### config.mk
export PLATFORM = sky130hd
export DESIGN_NAME = aar_udiv_cell
export DESIGN_NICKNAME = d
export VERILOG_FILES = /design/src/rtl/core/axis_angle_to_rotation_matrix_top_assert.svh /design/src/rtl/core/aar_pkg.sv /design/src/rtl/core/aar_udiv_cell.sv
export SDC_FILE = /design/constraint.sdc
export NUM_CORES = 1
export LEC_CHECK = 0
export ABC_AREA = 1
export ABC_CLOCK_PERIOD_IN_PS = 900
export BUFFER_PORTS_ARGS = -buffer_cell sky130_fd_sc_hd__buf_2
export CAP_MARGIN = 20
export CORE_ASPECT_RATIO = 1.5
export CORE_MARGIN = 1.5
export CORE_UTILIZATION = 40
export DETAILED_ROUTE_END_ITERATION = 7
export GPL_TIMING_DRIVEN = 0
export HOLD_SLACK_MARGIN = 0.03
export PLACE_DENSITY = 0.71
export SLEW_MARGIN = 20
export SYNTH_ARGS = -nofsm -noshare
export SYNTH_HDL_FRONTEND = slang
export SYNTH_SLANG_ARGS = --single-unit
export TNS_END_PERCENT = 20
### constraint.sdc
create_clock -name clk -period 0.9 [get_ports clk]
set_input_delay 0.045 -clock clk [delete_from_list [all_inputs] [get_ports clk]]
set_output_delay 0.045 -clock clk [all_outputs]
set_load 0.02 [all_outputs]
### src/rtl/core/axis_angle_to_rotation_matrix_top_assert.svh
// assertion macros shared by the rotation matrix rtl
// relies on clk and arst_n being visible where a macro is used
`ifndef AXIS_ANGLE_TO_ROTATION_MATRIX_TOP_ASSERT_SVH
`define AXIS_ANGLE_TO_ROTATION_MATRIX_TOP_ASSERT_SVH

// property that must hold in the same cycle
`define AAR_ASSERT_NOW(lbl, prop, msg) \
	lbl: assert property (@(posedge clk) disable iff (!arst_n) (prop)) else $error(msg);

// consequence that must hold in the cycle after the antecedent
`define AAR_ASSERT_NEXT(lbl, ante, cons, msg) \
	lbl: assert property (@(posedge clk) disable iff (!arst_n) (ante) |=> (cons)) else $error(msg);

`endif

### src/rtl/core/aar_pkg.sv
// shared types, constants and the arctangent table of the rotation matrix pipeline
// used by every cell module and the top level
package aar_pkg;

	localparam int SQRT_CELLS    = 16;
	localparam int UDIV_CELLS    = 15;
	localparam int RATIO_CELLS   = 15;
	localparam int CORDIC_STAGES = 16;

	localparam logic signed [31:0] Q28_PI      = 32'sd843314857;
	localparam logic signed [31:0] Q28_HALF_PI = 32'sd421657428;
	localparam logic signed [31:0] Q28_TWO_PI  = 32'sd1686629713;
	localparam logic signed [31:0] Q28_GAIN    = 32'sd163008218;
	localparam logic [15:0]        ONE_Q14     = 16'd16384;

	// square root digit cell payload
	typedef struct packed {
		logic             vld;
		logic [31:0]      rem;
		logic [32:0]      root;
		logic [2:0][15:0] v;
	} sqrt_bus_t;

	// axis division cell payload, three lanes
	typedef struct packed {
		logic             vld;
		logic [15:0]      a;
		logic [2:0][29:0] rem;
		logic [2:0][14:0] quo;
		logic [2:0]       neg;
	} udiv_bus_t;

	// rotation cell payload
	typedef struct packed {
		logic             vld;
		logic             zero;
		logic             flip;
		logic [31:0]      x;
		logic [31:0]      y;
		logic [31:0]      z;
		logic [2:0][15:0] u;
	} cordic_bus_t;

	// matrix entry division cell payload, nine lanes
	typedef struct packed {
		logic             vld;
		logic             ident;
		logic [46:0]      n;
		logic [8:0][62:0] rem;
		logic [8:0][14:0] quo;
		logic [8:0]       neg;
	} ratio_bus_t;

	// atan(2^-i) in Q28, rounded to nearest
	function automatic logic signed [31:0] atan_q28(input logic [4:0] idx);
		logic signed [31:0] r;
		case (idx)
			5'd0:  r = 32'sd210828714;
			5'd1:  r = 32'sd124459457;
			5'd2:  r = 32'sd65760959;
			5'd3:  r = 32'sd33381290;
			5'd4:  r = 32'sd16755422;
			5'd5:  r = 32'sd8385879;
			5'd6:  r = 32'sd4193963;
			5'd7:  r = 32'sd2097109;
			5'd8:  r = 32'sd1048571;
			5'd9:  r = 32'sd524287;
			5'd10: r = 32'sd262144;
			5'd11: r = 32'sd131072;
			5'd12: r = 32'sd65536;
			5'd13: r = 32'sd32768;
			5'd14: r = 32'sd16384;
			5'd15: r = 32'sd8192;
			5'd16: r = 32'sd4096;
			5'd17: r = 32'sd2048;
			5'd18: r = 32'sd1024;
			5'd19: r = 32'sd512;
			5'd20: r = 32'sd256;
			5'd21: r = 32'sd128;
			5'd22: r = 32'sd64;
			5'd23: r = 32'sd32;
			5'd24: r = 32'sd16;
			5'd25: r = 32'sd8;
			5'd26: r = 32'sd4;
			5'd27: r = 32'sd2;
			5'd28: r = 32'sd1;
			default: r = 32'sd0;
		endcase
		return r;
	endfunction

endpackage

### src/rtl/core/aar_udiv_cell.sv
// one quotient bit of the three axis divisions, magnitude times 2^14 over the angle
// depends on aar_pkg
module aar_udiv_cell (
	input  logic              clk,
	input  logic              arst_n,
	input  logic              en,
	input  logic [3:0]        bpos,
	input  aar_pkg::udiv_bus_t d_in,
	output aar_pkg::udiv_bus_t d_out
);
	import aar_pkg::*;

	logic [29:0] dshift;
	udiv_bus_t   nxt;
	udiv_bus_t   bus_q;
	logic        vld_q;

	// compare and subtract in each lane, quotient shifts in msb first
	always_comb begin
		dshift = {14'b0, d_in.a} << bpos;
		nxt    = d_in;
		for (int i = 0; i < 3; i++) begin
			if (d_in.rem[i] >= dshift) begin
				nxt.rem[i] = d_in.rem[i] - dshift;
				nxt.quo[i] = {d_in.quo[i][13:0], 1'b1};
			end else begin
				nxt.quo[i] = {d_in.quo[i][13:0], 1'b0};
			end
		end
	end

	always_ff @(posedge clk or negedge arst_n) begin
		if (!arst_n) begin
			vld_q <= 1'b0;
		end else if (en) begin
			vld_q <= d_in.vld;
		end
	end

	always_ff @(posedge clk) begin
		if (en) begin
			bus_q <= nxt;
		end
	end

	always_comb begin
		d_out     = bus_q;
		d_out.vld = vld_q;
	end

endmodule

======== Yosys cells after proc, flatten, opt, wreduce, memory -nomap -nowiden ========
Cells that the tools add are included.
storage, ports and cells
  register bits after elaboration ......... 155
  input port bits ......................... 162
  output and inout bits ................... 155
  word-level logic and storage cells ...... 22
operators by class
  add/subtract/negate cells ............... 3
  order comparisons ....................... 3
  shift operators ......................... 1
  multiplexer cells ....................... 6
operators by type and width
  operator                                       number
  30-bit greater-or-equal comparator             3
  30-bit two-way mux                             3
  30-bit subtractor                              3
  16-bit by 4-bit left shift with 30-bit output  1
  1-bit two-way mux                              3

======== Longest topological paths before layout ========
Gate-level depths: netlist of run 1.
  depth after elaboration ................. 3
  gate-level depth with buffers ........... 25
  depth with buffers taken out ............ 23

======== Least setup slack after synthesis of run 1 ========
Ideal clock, no wire load.
  path type ............................... input port to flip-flop
  start ................................... input bpos[1]
  end ..................................... register bus_q (netlist bit d_out[113]), data pin
  library setup time ...................... 252 ps
  data arrival time ....................... 2423 ps
  data required time ...................... 648 ps
  slack ................................... -1776 ps
  cell stages on the path ................. 19
  path buffers ............................ 4
  path through ............................ buf_2 -> clkinv_1 -> buf_2 -> o21ai_0 -> nand2_1 -> o21ai_0 -> o21ai_0 -> ha_1 -> nand2_1 -> nor2_4 -> nand2_2 -> nor2_1 -> nand2_1 -> nand3_2 -> nand2_2 -> buf_6 -> buf_6 -> nand3_2 -> nand2_1
RTL lines
  element               line                 text
  from (decl)           aar_udiv_cell.sv:7   input logic [3:0] bpos,
  to (signal assigned)  aar_udiv_cell.sv:42  bus_q <= nxt;
  to (decl)             aar_udiv_cell.sv:15  udiv_bus_t bus_q;

==> impl_metrics.csv, run 1 <==
group,metric,value,unit
status,outcome,"finished, violations left",
status,violations,"negative hold slack, negative setup slack",
routing,wl_per_cell,19.0,µm
logic_synthesis,postSynthCellCount,2079,
clock_tree,clk-insertion-delay-late,0.46,ns
routing,num_vias,16400,
logic_synthesis,syn_nets,2343,
sta,fmax,398,MHz
logic_synthesis,ys_ff_latch,155,
critical_path,critPathMaxFanout,8,
critical_path,critPathLaunchType,"primary input",
logic_synthesis,ys_types,38,
logic_synthesis,yosys.area.top_type_share,32.8,%
layout,final_area,22900,µm²
sta,finClkSkew,0,ns
critical_path,reg2reg_depth,1,
critical_path,max_stage_delay,0.20,ns
die,start_util,40.4,%
pwr,swShare,41.3,%
pwr,total_power,0.0341,W
routing,drt_iter0_drc,967,
global_routing,grt_pass1_vias,15800,
pwr,power_leakage,11.4,nW
sta,hold_violations,3,
logic_synthesis,synth_top_family_by_area,"simple AND/OR/NAND/NOR gates",
logic_synthesis,avgSynthCellArea,6.78,µm²
logic_synthesis,synth_area,14100,µm²
sta,finalSetupViolations,248,
logic_synthesis,async_flop_share,0.645,%
clock_tree,cts_max_path_buffers,2,
layout,drive_gt1_share,36.8,%
pwr,p_seq_share,27.9,%
global_routing,grt_pass1_wl,85600,µm
critical_path,cp_slowest_cell,"ha_4",
global_routing,grt_usage,31.7,%
pwr,power.internal,0.0200,W
die,die_x,156,µm
clock_tree,cts-root-buf,"clkbuf_16",
critical_path,cp.arrival,2.74,ns
routing,finalWirelength,60700,µm
place,placed_area,16500,µm²
layout,final_core_util,65.6,%
place,hpwl,41600,µm
logic_synthesis,synth-edff-count,154,
critical_path,required,1.13,ns
routing,highest-signal-layer,"met5",
critical_path,reg2reg_slack,0.12,ns
routing,detail-route-antenna-nets,0,
worst_hold_path,hold_path_depth,1,
critical_path,worstReg2RegStart,"vld_q$_DFFE_PN0P_",
clock_tree,h-tree-depth,4,
sta,rsz0062_at_grt,"true",
layout,areaGrowthSynthToFinish,62.4,%
critical_path,worstReg2RegEnd,"vld_q$_DFFE_PN0P_",
place,routabilityCongestion,0.971,
sta,period_share,279,%
place,port_buffers,311,
layout,antenna_cells,0,
sta,relSlewSlack,61.3,%
die,dieHeight,233,µm
critical_path,critical_path_class,"in2reg",
logic_synthesis,synth_adder_area_share,9.22,%
die,core-area,34900,µm²
clock_tree,cts.sinks,155,
pwr,vdd_drop_max,1.18,mV
global_routing,antenna_found_initial,1,
worst_hold_path,hp-class,"in2reg",
worst_hold_path,holdCritStartpoint,"en",
logic_synthesis,yosys.area_share.simple,38.7,%
logic_synthesis,synth-compound-area-share,4.62,%
die,pin_count,317,
pwr,clkPwrFrac,22.1,%
routing,route.detailed.drc,0,
sta,holdWs,-0.00389,ns
pwr,netSwitchingPower,0.0141,W
job,max-cap-violations,0,
worst_hold_path,hold_end,"d_out[6]$_DFFE_PP_",
logic_synthesis,synth_xor_area_share,2.55,%
sta,layout_min_cycle_time,2.51,ns
logic_synthesis,synth.area.top_cells,"edfxtp_1 33%, nand2_1 22%, inv_1 9.4%, ha_1 8.8%, nand3_1 7.3%",
die,die_area,36400,µm²
sta,final_max_slew_viol_count,0,
clock_tree,cts_made_buffers,17,
clock_tree,cts_tree,"done",
critical_path,cpMostUsedCell,"nand2_2",
global_routing,grt-ovfl-total,0,
layout,nets,2974,
clock_tree,clk_pin_slew,0.07,ns
logic_synthesis,synth_ff_type,"edfxtp_1",
pwr,combPwrFrac,50.0,%
routing,wl_met2,30400,µm
sta,worst_pin_slew,0.581,ns
die,rows,84,
global_routing,grt_start_max_net_pins,106,
routing,first_pass_iters,7,
routing,avgViaCountPerCell,5.13,
routing,m1WireLength,21500,µm
logic_synthesis,seq_area_frac_synth,33.0,%
routing,routed-wl-met3,3510,µm
logic_synthesis,yosysTopAreaCell,"edfxtp_1",
pwr,power_density,1490,nW/µm²
critical_path,critPathCaptureType,"flip-flop",
logic_synthesis,synthMuxAreaShare,0.506,%
sta,fin_ws,-1.61,ns
logic_synthesis,synth_warnings,0,
[synth_stat cells (4+ instances only)]
master and n:
a21oi_1 53, buf_2 7, buf_4 11, buf_6 10, clkbuf_1 11, edfxtp_1 154
ha_1 99, inv_1 352, inv_2 4, mux2i_1 6, nand2_1 821, nand2_2 22
nand3_1 206, nand3_2 28, nand3b_1 9, nand4_1 22, nor2_1 104, nor2_2 21
nor2_4 7, nor3_1 4, o21ai_0 42, o21ai_1 14, or2_2 8, xor2_1 41
[metrics by stage]
stage,TNS (ns),cells,setup WS (ns)
after detailed placement,-288.69,2864,-2.85
after global routing,-178.11,3196,-1.72
after CTS,-159.32,3147,-1.58
after floorplan,-145.07,2079,-1.59
final,-163.50,3196,-1.61
after global placement,-566.12,2863,-2.84
[placed cells by master, fill, tap and decap left out, types with 4 or more instances in the layout]
| cell type | Yosys | layout |
|---|---|---|
| o21ai_1 | 14 | 13 |
| edfxtp_1 | 154 | 154 |
| nand3_2 | 28 | 80 |
| nand3_4 | 1 | 10 |
| dlygate4sd3_1 | 0 | 150 |
| xor2_1 | 41 | 41 |
| buf_12 | 0 | 31 |
| buf_4 | 11 | 95 |
| nand3_1 | 206 | 145 |
| buf_2 | 7 | 308 |
| or2_4 | 0 | 7 |
| nor2_2 | 21 | 21 |
| o21ai_2 | 0 | 21 |
| nand2_1 | 821 | 686 |
| buf_8 | 0 | 18 |
| ha_4 | 0 | 71 |
| buf_6 | 10 | 26 |
| nor2_1 | 104 | 79 |
| inv_2 | 4 | 15 |
| ha_1 | 99 | 26 |
| clkbuf_16 | 0 | 22 |
| clkbuf_2 | 0 | 5 |
| nand3b_1 | 9 | 9 |
| nand4_1 | 22 | 22 |
| nand2_4 | 0 | 33 |
| nand2_2 | 22 | 123 |
| a21oi_1 | 53 | 42 |
| o21ai_4 | 0 | 20 |
| clkinv_4 | 0 | 4 |
| a21oi_2 | 1 | 9 |
| nor2_4 | 7 | 32 |
| buf_16 | 0 | 9 |
| inv_1 | 352 | 340 |
| inv_8 | 0 | 6 |
[registers in the layout, summed over array words and instances (netlist names)]
| signal | count |
|---|---|
| vld_q | 1 |
| d_out | 154 |
[layout make-up]
cell class	instances	area [µm²]
sequential	155	4650
inverter	358	1360
tap	473	592
buffer	39	514
timing repair buffer	612	4890
multi-input combinational	1527	10300
clock buffer	18	429
clock inverter	14	159
fill	2895	12000
[routing by layer]
layer	up-vias	global-route usage, %
li1	7856	-
met1	7572	31.9
met2	712	58.0
met3	255	5.03
met4	2	23.9
met5	-	0
[cell families (layout without fill, tap and decap cells)]
family                   Yosys count  count (layout)
AO/OA/AOI/OAI                    120             120
multiplexers                       7               7
buffers and inverters            397            1041
XOR/XNOR                          41              41
adder cells (fa/ha/maj)          102             102
flip-flops                       155             155
AND/OR/NAND/NOR                 1257            1257
[worst max-delay path: cells and delay by family]
family                     cells  cell delay [ns]
and+or+nand+nor               13             1.10
buffers and inverters         10             1.06
AOI/OAI and AO/OA              3             0.30
adders and majority gates      1             0.20
[power by group through the flow]
stage	Clock (W)	Sequential [W]	Combinational, W
finish	0.00756	0.00952	0.0171
CTS	0.00757	0.00952	0.0153
floorplan	0	0.0109	0.00668
detailed placement	0	0.00966	0.0120
global route	0.00784	0.00961	0.0182
global placement	0	0.00968	0.0118
[how the worst max path moves through the flow]
stage | from | end | slack [ns] | cells after the start
4_1_cts | bpos[0] | d_out[88]$_DFFE_PP_ | -1.58 | 23
2_1_floorplan | bpos[0] | d_out[113]$_DFFE_PP_ | -1.59 | 22
5_1_grt | bpos[0] | d_out[77]$_DFFE_PP_ | -1.72 | 27
3_3_place_gp | bpos[0] | d_out[106]$_DFFE_PP_ | -2.84 | 20
3_5_place_dp | bpos[0] | d_out[106]$_DFFE_PP_ | -2.85 | 20
6_report | bpos[0] | d_out[70]$_DFFE_PP_ | -1.61 | 27
[timing repair]
action                                  4_1_cts  5_1_grt
hold buffers                                149        1
cloned                                       10        5
resized for setup                           358      222
setup buffers                                94       46
endpoints found under the setup margin      249      257
hold endpoints to repair                    184        7
pin swaps                                    50       76
(Power assumes the default switching activity.)
==> run 2: changes to the inputs <==
--- a/config.mk
+++ b/config.mk
@@ -9,13 +9,15 @@
 export ABC_CLOCK_PERIOD_IN_PS = 900
 export BUFFER_PORTS_ARGS = -buffer_cell sky130_fd_sc_hd__buf_2
 export CAP_MARGIN = 20
+export CELL_PAD_IN_SITES_DETAIL_PLACEMENT = 1
+export CELL_PAD_IN_SITES_GLOBAL_PLACEMENT = 1
 export CORE_ASPECT_RATIO = 1.5
 export CORE_MARGIN = 1.5
-export CORE_UTILIZATION = 40
+export CORE_UTILIZATION = 39
 export DETAILED_ROUTE_END_ITERATION = 7
 export GPL_TIMING_DRIVEN = 0
 export HOLD_SLACK_MARGIN = 0.03
-export PLACE_DENSITY = 0.71
+export PLACE_DENSITY = 0.91
 export SLEW_MARGIN = 20
 export SYNTH_ARGS = -nofsm -noshare
 export SYNTH_HDL_FRONTEND = slang
==> impl_metrics.csv, run 2 <==
group,metric,value,unit
status,outcome,"stopped before the end",
status,haltStage,"global routing",
status,tool.error,"[ERROR GRT-0232] Routing congestion too high. Check the congestion heatmap in the GUI.",
clock_tree,cts.sinks,155,
logic_synthesis,ys_types,38,
logic_synthesis,synth_area,14100,µm²
place,hpwl,48600,µm
global_routing,grt_usage,78.1,%
sta,crit_endpoint,"d_out[54]$_DFFE_PP_/D",
clock_tree,cts_max_path_buffers,2,
logic_synthesis,ys_ff_latch,155,
logic_synthesis,syn_nets,2343,
place,port_buffers,311,
logic_synthesis,synth_ff_type,"edfxtp_1",
logic_synthesis,yosys.area.top_type_share,32.8,%
die,rows,85,
clock_tree,h-tree-depth,4,
die,start_util,39.4,%
global_routing,grt_start_max_net_pins,106,
die,pin_count,317,
global_routing,antenna_found_initial,20,
logic_synthesis,synth-edff-count,154,
logic_synthesis,yosysTopAreaCell,"edfxtp_1",
logic_synthesis,seq_area_frac_synth,33.0,%
sta,worst_endpoint_kind,"register input",
logic_synthesis,async_flop_share,0.645,%
logic_synthesis,avgSynthCellArea,6.78,µm²
logic_synthesis,synth.area.top_cells,"edfxtp_1 33%, nand2_1 22%, inv_1 9.4%, ha_1 8.8%, nand3_1 7.3%",
logic_synthesis,postSynthCellCount,2079,
die,dieHeight,236,µm
logic_synthesis,yosysMostFrequentCell,"nand2_1",
global_routing,grt-ovfl-total,73,
logic_synthesis,synth_warnings,0,
clock_tree,cts-root-buf,"clkbuf_16",
place,routabilityCongestion,0.953,
clock_tree,cts_made_buffers,17,
die,die_x,158,µm
logic_synthesis,ys_top_cells_by_count,"821 x nand2_1, 352 x inv_1, 206 x nand3_1",
run 2: metrics by stage:
| stage | cells | cell area (µm²) | hold WS, ns | setup WS (ns) | utilization (%) |
|---|---|---|---|---|---|
| 4_1_cts | 3132 | 21300 | 0.0155 | -1.57 | 59.5 |
| 3_5_place_dp | 2869 | 16500 | -0.161 | -2.93 | 46.3 |
| 3_3_place_gp | 2868 | 16500 | -0.166 | -2.81 | 46.2 |
| 2_1_floorplan | 2079 | 14400 | -0.251 | -1.59 | - |
run 2: cells by family after synthesis:
family                   share of synthesized area (%)
AND/OR/NAND/NOR                                   38.7
multiplexers                                     0.506
adder cells (fa/ha/maj)                           9.22
AO/OA/AOI/OAI                                     4.62
flip-flops                                        33.0
XOR/XNOR                                          2.55
buffers and inverters                             11.5
run 2: repair_timing:
action,CTS
resized for setup,358
endpoints found under the setup margin,248
cloned,7
endpoints found under the hold margin,191
buffers inserted,76
pin swaps,30
hold buffers,148
run 2: per-layer routing:
layer  overflow  global-route usage [%]
met1          1                    75.7
met2         33                    92.0
met3          0                    68.3
met4         39                    78.3
met5          0                    33.6
==> run 3: changes to the inputs <==
--- a/config.mk
+++ b/config.mk
@@ -9,15 +9,11 @@
 export ABC_CLOCK_PERIOD_IN_PS = 900
 export BUFFER_PORTS_ARGS = -buffer_cell sky130_fd_sc_hd__buf_2
 export CAP_MARGIN = 20
-export CELL_PAD_IN_SITES_DETAIL_PLACEMENT = 1
-export CELL_PAD_IN_SITES_GLOBAL_PLACEMENT = 1
-export CORE_ASPECT_RATIO = 1.5
 export CORE_MARGIN = 1.5
-export CORE_UTILIZATION = 39
+export CORE_UTILIZATION = 25
 export DETAILED_ROUTE_END_ITERATION = 7
 export GPL_TIMING_DRIVEN = 0
-export HOLD_SLACK_MARGIN = 0.03
-export PLACE_DENSITY = 0.91
+export PLACE_DENSITY_LB_ADDON = 0.15
 export SLEW_MARGIN = 20
 export SYNTH_ARGS = -nofsm -noshare
 export SYNTH_HDL_FRONTEND = slang
==> impl_metrics.csv, run 3 (synthesis gave the netlist of run 1 again) <==
group,metric,value,unit
status,outcome,"finished, violations left",
status,violations,"negative hold slack, negative setup slack",
clock_tree,clk_pin_slew,0.06,ns
sta,relSlewSlack,62.8,%
sta,finalSetupViolations,248,
critical_path,max_stage_delay,0.31,ns
place,port_buffers,311,
clock_tree,cts-root-buf,"clkbuf_16",
critical_path,critPathBufInv,7,
layout,layout_commonest_cell,"nand2_1",
layout,largest_reg_flops,154,
layout,final_cells,3447,
job,max-cap-violations,0,
clock_tree,cts_made_buffers,17,
die,die_area,57800,µm²
place,dp_slack,-2.95,ns
global_routing,grt_pass1_wl,87800,µm
critical_path,reg2reg_slack,0.14,ns
layout,areaGrowthSynthToFinish,65.8,%
die,core-area,55400,µm²
place,hpwl,45700,µm
sta,worst_pin_slew,0.558,ns
routing,avgViaCountPerCell,4.52,
critical_path,critPathCaptureType,"flip-flop",
routing,finalWirelength,61800,µm
critical_path,critPathLaunchType,"primary input",
die,rows,86,
critical_path,worstReg2RegEnd,"vld_q$_DFFE_PN0P_",
sta,hold_violations,4,
sta,layout_min_cycle_time,2.44,ns
die,pin_count,317,
global_routing,grt_pass1_vias,14700,
sta,fmax,410,MHz
worst_hold_path,holdCritStartpoint,"en",
layout,nets,2948,
routing,wl_per_cell,17.9,µm
sta,rsz0062_at_grt,"true",
place,dp_cells,3139,
sta,finClkSkew,0,ns
die,die_x,240,µm
pwr,vdd_drop_max,1.27,mV
global_routing,antenna_found_initial,8,
critical_path,required,1.13,ns
routing,num_vias,15600,
critical_path,worstReg2RegStart,"vld_q$_DFFE_PN0P_",
place,routabilityCongestion,0.878,
critical_path,critPathMaxFanout,6,
worst_hold_path,hold_path_depth,1,
pwr,power_leakage,11.3,nW
critical_path,cp.arrival,2.67,ns
critical_path,critPathTopFamily,"simple AND/OR/NAND/NOR gates",
die,dieHeight,240,µm
die,start_util,25.4,%
layout,mostFrequentLayoutCells,"647 x nand2_1, 334 x inv_1, 306 x buf_2",
critical_path,critical_path_class,"in2reg",
clock_tree,h-tree-depth,4,
clock_tree,cts_tree,"done",
clock_tree,clk-insertion-delay-late,0.48,ns
worst_hold_path,hp-class,"in2reg",
routing,first_pass_iters,6,
pwr,power_density,1470,nW/µm²
sta,fin_ws,-1.54,ns
global_routing,grt_usage,20.7,%
layout,drive_gt1_share,38.0,%
clock_tree,cts.sinks,155,
clock_tree,cts_max_path_buffers,2,
critical_path,reg2reg_depth,1,
critical_path,cpMostUsedCell,"nand2_2",
critical_path,crit_chain,"buf_12 -> clkinv_8 -> buf_4 -> nand2_1 -> nand3_1 -> o21ai_1 -> inv_1 -> o21ai_1 -> or2_4 -> ha_4 -> nand2_2 -> nor2_2 -> nand2_1 -> clkinv_1 -> nand2_2 -> nand2_2 -> nand2_2 -> nand3_4 -> buf_6 -> clkbuf_16 -> nand2_2 -> o21ai_1",
worst_hold_path,hold_end,"d_out[108]$_DFFE_PP_",
routing,drt_iter0_drc,764,
sta,period_share,271,%
sta,final_max_slew_viol_count,0,
global_routing,grt-ovfl-total,0,
sta,holdWs,-0.0138,ns
routing,route.detailed.drc,0,
global_routing,grt_start_max_net_pins,95,
critical_path,cp_slowest_cell,"or2_4",
routing,detail-route-antenna-nets,0,
[run 3: what timing repair did]
item / CTS / global route
gates resized for setup: 305 / 394
setup buffers: 61 / 53
hold endpoints to repair: 164 / 2
cloned: 3 / 10
endpoints found under the setup margin: 248 / 248
hold buffers: 152 / 1
pin swaps: 63 / 120
[run 3: worst max-delay path by stage]
| stage | slack, ns | cells past startpoint | startpoint | to |
|---|---|---|---|---|
| 2_1_floorplan | -1.59 | 22 | bpos[0] | d_out[113]$_DFFE_PP_ |
| 3_3_place_gp | -2.98 | 16 | bpos[0] | d_out[100]$_DFFE_PP_ |
| 3_5_place_dp | -2.95 | 19 | bpos[0] | d_out[100]$_DFFE_PP_ |
| 4_1_cts | -1.51 | 21 | bpos[0] | d_out[106]$_DFFE_PP_ |
| 5_1_grt | -1.62 | 23 | bpos[0] | d_out[87]$_DFFE_PP_ |
| 6_report | -1.54 | 22 | bpos[0] | d_out[89]$_DFFE_PP_ |
[run 3: metal layers]
layer,routed length [µm],vias to the layer above,track usage (%)
li1,-,7829,-
met1,28100,7250,27.1
met2,28600,387,33.4
met3,3070,90,3.82
met4,2050,12,8.31
met5,67,-,0
[run 3: layout make-up]
| type | count | area [µm²] |
|---|---|---|
| fill | 5677 | 32000 |
| multi-input combinational | 1527 | 10700 |
| sequential | 155 | 4650 |
| timing repair buffer | 586 | 4610 |
| inverter | 358 | 1370 |
| tap | 748 | 936 |
| buffer | 39 | 539 |
| clock buffer | 19 | 433 |
| clock inverter | 13 | 168 |
| antenna | 2 | 5.00 |
[run 3: report_power, final]
part / internal, W / leakage, nW / total, W / switching, W
clock network: 0.00438 / 0.295 / 0.00768 / 0.00330
registers: 0.00923 / 1.52 / 0.00954 / 0.000313
logic: 0.00697 / 9.48 / 0.0172 / 0.0103
total: 0.0206 / 11.3 / 0.0345 / 0.0139
[run 3: through the flow]
step / setup TNS [ns] / power [W] / util [%] / cell area, µm²
6_report: -161.15 / 0.0345 / 42.2 / 23400
5_1_grt: -177.21 / 0.0365 / 42.2 / 23400
4_1_cts: -166.15 / 0.0324 / 38.2 / 21200
3_5_place_dp: -299.08 / 0.0219 / 30.5 / 16900
3_3_place_gp: -610.29 / 0.0219 / 30.4 / 16800
2_1_floorplan: -145.07 / 0.0176 / - / 14400
==> run 4: changes to the inputs <==
--- a/config.mk
+++ b/config.mk
@@ -9,6 +9,7 @@
 export ABC_CLOCK_PERIOD_IN_PS = 900
 export BUFFER_PORTS_ARGS = -buffer_cell sky130_fd_sc_hd__buf_2
 export CAP_MARGIN = 20
+export CORE_ASPECT_RATIO = 0.75
 export CORE_MARGIN = 1.5
 export CORE_UTILIZATION = 25
 export DETAILED_ROUTE_END_ITERATION = 7
==> impl_metrics.csv, run 4 (synthesis gave the netlist of run 1 again) <==
group,metric,value,unit
routing,detail-route-antenna-nets,0,
global_routing,grt_pass1_wl,90400,µm
critical_path,critPathLaunchType,"primary input",
clock_tree,cts_max_path_buffers,2,
pwr,clkPwrFrac,22.7,%
die,core-area,55800,µm²
global_routing,grt-ovfl-total,0,
layout,areaGrowthSynthToFinish,60.3,%
layout,nets,2931,
sta,period_share,280,%
sta,fin_tns_setup,-168.92,ns
critical_path,required,1.14,ns
place,hpwl,45300,µm
global_routing,grt_usage,20.9,%
layout,multi_input_area,10300,µm²
pwr,netSwitchingPower,0.0139,W
layout,layout_commonest_cell,"nand2_1",
critical_path,critPathMaxFanout,7,
critical_path,cp.arrival,2.76,ns
pwr,p_seq_share,28.1,%
clock_tree,cts-root-buf,"clkbuf_16",
place,port_buffers,311,
routing,wl_per_cell,17.9,µm
sta,final_max_slew_viol_count,0,
layout,regArea,4650,µm²
sta,finClkSkew,0,ns
die,dieHeight,209,µm
global_routing,antenna_found_initial,2,
clock_tree,cts_made_buffers,17,
sta,fin_ws,-1.62,ns
place,placed_area,16900,µm²
sta,rsz0062_at_grt,"true",
layout,n_fill_cell,5801,
layout,final_area,22600,µm²
global_routing,grt_pass1_vias,15200,
pwr,power_leakage,11.0,nW
job,max-cap-violations,0,
routing,drt_iter0_drc,1008,
pwr,vdd_drop_max,0.848,mV
sta,worst_pin_slew,0.553,ns
clock_tree,h-tree-depth,4,
sta,holdWs,-0.0401,ns
sta,relSlewSlack,63.2,%
clock_tree,clk-insertion-delay-late,0.48,ns
die,die_area,57800,µm²
status,violations,"negative hold slack, negative setup slack",
clock_tree,cts.sinks,155,
routing,route.detailed.drc,0,
global_routing,grt_start_max_net_pins,90,
clock_tree,cts-hold-fix-buffers,149,
worst_hold_path,hp-class,"in2reg",
layout,largest_reg_flops,154,
pwr,swShare,41.1,%
clock_tree,cts_tree,"done",
clock_tree,clk_pin_slew,0.07,ns
layout,mostFrequentLayoutCells,"709 x nand2_1, 344 x inv_1, 306 x buf_2",
sta,finalSetupViolations,248,
sta,hold_violations,19,
die,rows,75,
pwr,power_density,1500,nW/µm²
critical_path,critPathCaptureType,"flip-flop",
place,routabilityCongestion,0.924,
die,start_util,25.2,%
critical_path,critical_path_class,"in2reg",
die,pin_count,317,
routing,avgViaCountPerCell,4.53,
routing,first_pass_iters,5,
sta,layout_min_cycle_time,2.52,ns
status,outcome,"finished, violations left",
routing,finalWirelength,61200,µm
sta,fmax,397,MHz
pwr,combPwrFrac,49.2,%
routing,num_vias,15500,
die,die_x,277,µm
pwr,power.internal,0.0199,W
layout,drive_gt1_share,35.1,%
## run 4: cell types whose count changed in the layout (fill, tap and decap cells not counted), moves of 6 or more
cell | before | now
nand2_1 | 647 | 709
nand2_2 | 159 | 109
inv_1 | 334 | 344
nand2_4 | 34 | 24
clkbuf_16 | 28 | 19
inv_2 | 20 | 11
buf_12 | 34 | 26
buf_6 | 37 | 29
nand3_1 | 148 | 142
o21ai_4 | 26 | 20
## run 4: layout make-up
type / instances / area share (%)
clock inverters: 15 / 0.742
inverters: 358 / 6.04
well taps: 731 / 4.05
multi-input cells: 1528 / 45.6
flip-flops and latches: 155 / 20.6
diodes: 2 / 0.0221
clock buffers: 17 / 1.88
plain buffers: 37 / 1.93
repair buffers: 570 / 19.2
## run 4: final timing paths
| check | startpoint | endpoint | slack [ns] | depth (start not counted) |
|---|---|---|---|---|
| worst max-delay path | bpos[0] | d_out[85]$_DFFE_PP_ | -1.62 | 24 |
| worst min-delay path | en | d_out[20]$_DFFE_PP_ | -0.04 | 1 |
| worst max register to register | vld_q$_DFFE_PN0P_ | vld_q$_DFFE_PN0P_ | 0.14 | 1 |
| worst min register to register | vld_q$_DFFE_PN0P_ | vld_q$_DFFE_PN0P_ | 0.54 | 1 |
| max in group asynchronous | arst_n | vld_q$_DFFE_PN0P_ | 0.40 | 3 |
| min in group asynchronous | arst_n | vld_q$_DFFE_PN0P_ | 0.40 | 3 |
## run 4: per-stage QoR
stage	worst slack, ns	std cells	hold WS, ns	util [%]	total power, W
2_1_floorplan	-1.59	2079	-0.251	-	0.0176
3_3_place_gp	-2.91	3121	-0.179	30.1	0.0219
3_5_place_dp	-2.86	3122	-0.176	30.2	0.0219
4_1_cts	-1.54	3389	0.00185	38.8	0.0331
5_1_grt	-1.74	3412	-0.0457	40.5	0.0360
6_report	-1.62	3413	-0.0401	40.5	0.0339
## run 4: worst max-delay path, cell delays in order
cell and delay, ns:
buf_12 0.12, inv_8 0.06, buf_6 0.11, nand2_2 0.05, nand2_2 0.08, nor2_1 0.05
a31oi_1 0.21, nand2_1 0.15, o21ai_4 0.15, mux2i_4 0.14, buf_12 0.17, ha_4 0.22
nand2_2 0.06, nand2_2 0.06, nand2_2 0.07, nand2_2 0.05, nand2_2 0.08, nand2_4 0.06
a21oi_4 0.19, nand3_4 0.16, buf_12 0.17, clkbuf_16 0.15, nand2_2 0.06, o21ai_2 0.05
## run 4: metal layers
metal	routed length, µm	global-route usage [%]
met1	29800	29.1
met2	26400	31.7
met3	3370	4.57
met4	1680	7.41
met5	0	0
## run 4: power groups by stage
stage	logic (W)	clock network, W	registers [W]
6_report	0.0167	0.00768	0.00952
4_1_cts	0.0156	0.00801	0.00953
2_1_floorplan	0.00668	0	0.0109
5_1_grt	0.0181	0.00827	0.00962
3_3_place_gp	0.0122	0	0.00970
3_5_place_dp	0.0122	0	0.00967
## run 4: repair_timing
action                                  4_1_cts  5_1_grt
pin swaps                                    78       64
buffers inserted                             80       23
endpoints found under the setup margin      248      296
gates cloned                                  6        4
resized for setup                           373      188
endpoints found under the hold margin       148       28
